--- src/sv/pwl_pkg.sv ---
`timescale 1ns / 1ps
// ----------------------------------------------------------------------------
// pwl_pkg
// Shared types and constants for the prefetch way ledger.
// ----------------------------------------------------------------------------
package pwl_pkg;

  localparam int unsigned ADDR_W     = 48;
  localparam int unsigned LINE_SHIFT = 6;
  localparam int unsigned LINE_W     = ADDR_W - LINE_SHIFT;
  localparam int unsigned CNT_W      = 16;
  localparam int unsigned STAMP_W    = 48;
  localparam int unsigned WAY_W      = 4;
  localparam int unsigned DEF_SETS   = 2048;
  localparam int unsigned DEF_WAYS   = 16;

  typedef enum logic [1:0] {
    MODE_ALLOC  = 2'd0,
    MODE_DEMAND = 2'd1,
    MODE_ROLLBK = 2'd2,
    MODE_STATUS = 2'd3
  } mode_e;

  typedef struct packed {
    logic [1:0]         mode;
    logic [ADDR_W-1:0]  byte_address;
    logic [CNT_W-1:0]   access_count;
    logic               keep_until_used;
    logic [STAMP_W-1:0] stamp;
  } req_t;

  typedef struct packed {
    logic             done_res;
    logic [WAY_W-1:0] way_index;
    logic [CNT_W-1:0] remaining;
    logic             needs_eviction;
  } res_t;

  typedef struct packed {
    logic [LINE_W-1:0]  tag;
    logic [CNT_W-1:0]   cnt;
    logic               evict;
    logic               used;
    logic [STAMP_W-1:0] stamp;
  } way_ent_t;

  typedef enum logic [2:0] {
    ST_CLEAR,
    ST_IDLE,
    ST_READ,
    ST_SCAN,
    ST_WRITE
  } state_e;

  typedef struct packed {
    logic clr;
    logic load;
    logic rd;
    logic scan;
    logic wr;
  } cmd_t;

  typedef struct packed {
    logic clr_last;
    logic scan_last;
  } stat_t;

endpackage

--- src/sv/pwl_ctrl.sv ---
`timescale 1ns / 1ps
// ----------------------------------------------------------------------------
// pwl_ctrl
// Sequencer: clearing pass, row read, way scan, write back.
// ----------------------------------------------------------------------------
module pwl_ctrl (
  input  logic          clk_i,
  input  logic          rst_ni,
  input  logic          start_i,
  input  pwl_pkg::stat_t stat_i,
  output pwl_pkg::cmd_t  cmd_o,
  output logic          busy_o
);
  import pwl_pkg::*;

  state_e state_q, state_d;

  always_ff @(posedge clk_i or negedge rst_ni) begin
    if (!rst_ni) begin
      state_q <= ST_CLEAR;
    end else begin
      state_q <= state_d;
    end
  end

  always_comb begin
    state_d = state_q;
    cmd_o   = '0;
    busy_o  = 1'b1;
    case (state_q)
      ST_CLEAR: begin
        cmd_o.clr = 1'b1;
        if (stat_i.clr_last) state_d = ST_IDLE;
      end
      ST_IDLE: begin
        busy_o = 1'b0;
        if (start_i) begin
          cmd_o.load = 1'b1;
          state_d    = ST_READ;
        end
      end
      ST_READ: begin
        cmd_o.rd = 1'b1;
        state_d  = ST_SCAN;
      end
      ST_SCAN: begin
        cmd_o.scan = 1'b1;
        if (stat_i.scan_last) state_d = ST_WRITE;
      end
      ST_WRITE: begin
        cmd_o.wr = 1'b1;
        state_d  = ST_IDLE;
      end
      default: state_d = ST_CLEAR;
    endcase
  end

endmodule

--- config.mk ---
export PLATFORM = sky130hd
export DESIGN_NAME = pwl_ctrl
export DESIGN_NICKNAME = d
export VERILOG_FILES = /design/src/sv/pwl_pkg.sv /design/src/sv/pwl_ctrl.sv
export SDC_FILE = /design/constraint.sdc
export NUM_CORES = 1
export LEC_CHECK = 0
export BUFFER_PORTS_ARGS = -buffer_cell sky130_fd_sc_hd__buf_2
export CAP_MARGIN = 20
export CELL_PAD_IN_SITES_DETAIL_PLACEMENT = 1
export CELL_PAD_IN_SITES_GLOBAL_PLACEMENT = 1
export CORE_AREA = 5 5 42 44
export DETAILED_ROUTE_END_ITERATION = 16
export DIE_AREA = 0 0 47 49
export GPL_TIMING_DRIVEN = 0
export HOLD_SLACK_MARGIN = 0.08
export MAX_ROUTING_LAYER = met4
export PLACE_DENSITY = 0.39
export SYNTH_ARGS = -nofsm -noshare
export SYNTH_HDL_FRONTEND = slang
export SYNTH_SLANG_ARGS = --single-unit
--- constraint.sdc ---
create_clock -name clk_i -period 2.5 [get_ports clk_i]
set_clock_uncertainty 0.1 [all_clocks]
set_input_delay 0 -clock clk_i [delete_from_list [all_inputs] [get_ports clk_i]]
set_output_delay 0 -clock clk_i [all_outputs]
set_load 0.05 [all_outputs]
==> Word-level counts from Yosys, hierarchy flattened <==
Cells that the tools add are included.
{ "totals": {"register_bits": 3, "latch_bits": 0, "ramBits": 0, "rom_bits": 0, "elab_cells": 21, "memories": 0} }
{ "op_classes": {"add_sub_neg": 0, "multipliers": 0, "div": 0, "order_cmp": 0, "eq_ne": 7, "shifts": 0, "n_mux": 11, "bitwise": 0, "reduce_logical": 2} }
{ "op_table": {"columns": ["op", "count"], "rows": [
  ["$pmux 3 s5", 1],
  ["$mux 3", 3],
  ["$mux 1", 7],
  ["$eq 3x2->1 const B", 2],
  ["$ne 2x2->1 const B", 3],
  ["$eq 3x1->1 const B", 1],
  ["$eq 3x3->1 const B", 1],
  ["$logic_not 3->1", 1],
  ["$reduce_and 3->1", 1]
]} }

==> Logic depth before layout (Yosys ltp) <==
{ "logic_depth": {"ltp_word": 3, "ltp_mapped": 3, "ltp_nobuf": 3} }

==> Worst setup path after synthesis <==
Ideal clock, no wire load.
{ "synth_timing": {"path_type": "register -> register", "from": "reg state_q[1]", "to": "reg state_q[0]", "setup_time_ns": 0.193, "t_arrival_ns": 1.814, "required_ns": 2.207, "path_slack_ns": 0.393, "stages_incl_launch_ff": 3, "path_buffers": 0, "synth_period_minus_slack_ns": 2.107, "path_cell_list": "dfrtp_1 > nor3_1 > a221oi_1"} }
{ "synth_between": {"elab_chain_cells": 3} }
{ "synth_rtl": {"columns": ["element", "line", "rtl"], "rows": [
  ["start, declared", "pwl_ctrl.sv:16", "state_e state_q, state_d;"],
  ["start signal, assigned", "pwl_ctrl.sv:22", "state_q <= state_d;"],
  ["$eq 3x2->1 (tied with other cells)", "pwl_ctrl.sv:30", "case (state_q)"],
  ["$ne 2x2->1 (no line)", null, null],
  ["$reduce_and 3->1 (no line)", null, null]
]} }
Parallel ways exist; a longest one is shown, timed or not.
A chain may end at the register's enable or synchronous reset.

==> Final worst setup path <==
{ "layout_timing": {"from": "reg state_q[0]", "to": "reg state_q[0]"} }
The elaborated chain is that of the path after synthesis.

==> run metrics <==
Worst setup SP type register; PortBufs 10; post-layout min period 1.74 ns; synthesized area 190 um2; initial antenna violation count 0; sequential power share 21.3%; all-layer global routing usage 6.44%; Sw Ratio a little over half; syn avg cell area 9.51 um2; First-pass DRT Iterations 2; Site Rows 14; initial cell density of the core a little over an eighth; worst reg-to-reg setup slack 0.76 ns; Post-Synthesis Cells 20; Seq/Total Area, Yosys 39.5%; CTS buffer count 3; Max Cap Viol 0; most used routing layer met2; measured slew at the worst slew-check pin 0.258 ns; hold_ws 0.128 ns; H-tree depth 1; Fillers 182; most frequent cells in the layout buf_2 (10), dlygate4sd3_1 (5), clkbuf_4 (3), dfrtp_1 (3), nor3b_1 (2); diodes inserted 0; Yosys reg bits 3; DP Worst Slack 1.16 ns; global placer's final weighted congestion 0.659; critical path type register to register; Die Area between 0.002 and 0.0025 mm2; P_leak 0.169 nW; Die Y 49 um; Comb pwr share about three fifths; met1 GRT Util between 7 and 8%; CTS tree built; synth unique cells 17; worst vdd ir 0.319 mV; NumNets Final 45; clock power share 16.9%; Routed Antenna Nets 0; final setup fails 0; Synthesized Nets 25; latest clock arrival within the worst-skew pair about 0.23 ns; Syn-to-layout area delta 77.0%; number of gates resized after cts 0; Setup TNS 0 ns; met2 Usage GRT 8.82%; WL/cell between 9 and 10 um; RSZ-0062 raised after global routing no; Final Instance Count excl. Fillers between 50 and 60; Max Freq about 580 MHz; vias post-DR between 200 and 250; total grt overflow 0; largest net degree at the start of global routing 10; Hold/Removal Path Class input pin to register; Die Wd 47 um; boundary pin count 11; WP data arrival 1.80 ns; worst setup margin between 0.7 and 0.8 ns; NetSw roughly 0.00026 W; vias in the first global route 249; pwr dens 1480 mW/mm2; max reg flops 3; yosys warns 0; Worst setup EP type register; commonest non-fill, non-tap cell in the layout buf_2; status finished clean; Max Transition Viols Final 0; clock-pin slew on the worst setup and hold paths 0.04 ns; Max Fanout on Critical Path 7; Iteration-0 DRC Markers 1; relative slew slack roughly 83%; Fin. Hold Viols 0; CTS Sinks 3; ratio of cells with drive above 1 in the final layout between 40% and 50%; Pint between 0.0002 and 0.00025 W; register ranked first by flip-flop count state_q; CTS Root Buffer Type clkbuf_4; Core ar. 0.00140 mm2; clk buf depth 2; DR vias/cell 3.80; Cell Count Post-Placement 46; first-pass GRT wire length 1030 um; Worst Path Required 2.56 ns; Layout Utilization between 20% and 30%; drt total wl 514 um; fin crit share a little over two thirds; biggest regs state_q (3); post-route DRC violation count 0; met3 Resource Use GR ~2.2%
[through the flow]
stage	area (um2)	power, W
detailed placement	260	0.000401
global route	337	0.000543
CTS	337	0.000512
global placement	260	0.000397
finish	337	0.000498
floorplan	190	0.000336
[worst max-delay path: stages (launching register included)]
cell and delay (ns):
dfrtp_1 0.43, nand2_1 0.10, or2b_1 0.23, a221oi_1 0.24, dlygate4sd3_1 0.58
[logic make-up after synthesis]
kind of cell           synth area share, %
buffers and inverters                 5.92
flip-flops                            39.5
AND/OR/NAND/NOR                       42.1
AO/OA/AOI/OAI                         12.5
[metal layers]
metal / up-vias / routed length [um]
li1: 106 / -
met1: 97 / 209
met2: 6 / 269
met3: 0 / 36
met4: 0 / 0
met5: - / 0
[timing repair]
action | CTS | global route
hold endpoints to repair | 6 | 0
hold buffers | 5 | 0
setup buffers | 0 | 0
[power by group through the flow]
stage / Sequential, W / Clock (W) / Combinational (W)
after floorplan: 0.0000970 / 0 / 0.000239
after global placement: 0.000107 / 0 / 0.000291
after detailed placement: 0.000107 / 0 / 0.000294
after CTS: 0.000107 / 0.0000897 / 0.000316
after global routing: 0.000114 / 0.0000946 / 0.000334
final: 0.000106 / 0.0000840 / 0.000308
[synthesized netlist by cell type]
master	number	area, um2
nor2b_2	1	8.76
nor2_1	1	3.75
a221oi_1	1	8.76
and2_2	1	7.51
a22oi_1	1	7.51
or2b_1	1	7.51
nor3b_1	2	15.0
dfrtp_1	3	75.1
o21a_1	1	7.51
nor3_1	1	5.00
buf_4	1	7.51
nand2b_2	1	8.76
nor2b_1	1	6.26
nand2_1	1	3.75
and2_1	1	6.26
inv_1	1	3.75
and3_2	1	7.51
[worst paths after layout]
kind / start / endpoint / cells after the start
max in group asynchronous: rst_ni / state_q[0]$_DFFE_PN0P_ / 3
max: state_q[0]$_DFFE_PN0P_ / state_q[0]$_DFFE_PN0P_ / 4
max reg2reg: state_q[0]$_DFFE_PN0P_ / state_q[0]$_DFFE_PN0P_ / 4
min reg2reg: state_q[2]$_DFFE_PN0P_ / state_q[1]$_DFFE_PN0P_ / 1
min: start_i / state_q[1]$_DFFE_PN0P_ / 4
min in group asynchronous: rst_ni / state_q[1]$_DFFE_PN0P_ / 3
[final cells by class]
type,count,area [um2],area share [%]
buffer,1,7.51,2.23
clock buffer,4,26.3,7.81
inverter,1,3.75,1.12
multi-input combinational,15,104,30.9
sequential,3,75.1,22.3
tap,16,20.0,5.95
timing repair buffer,15,100,29.7
Power figures use the tool's default switching activity.
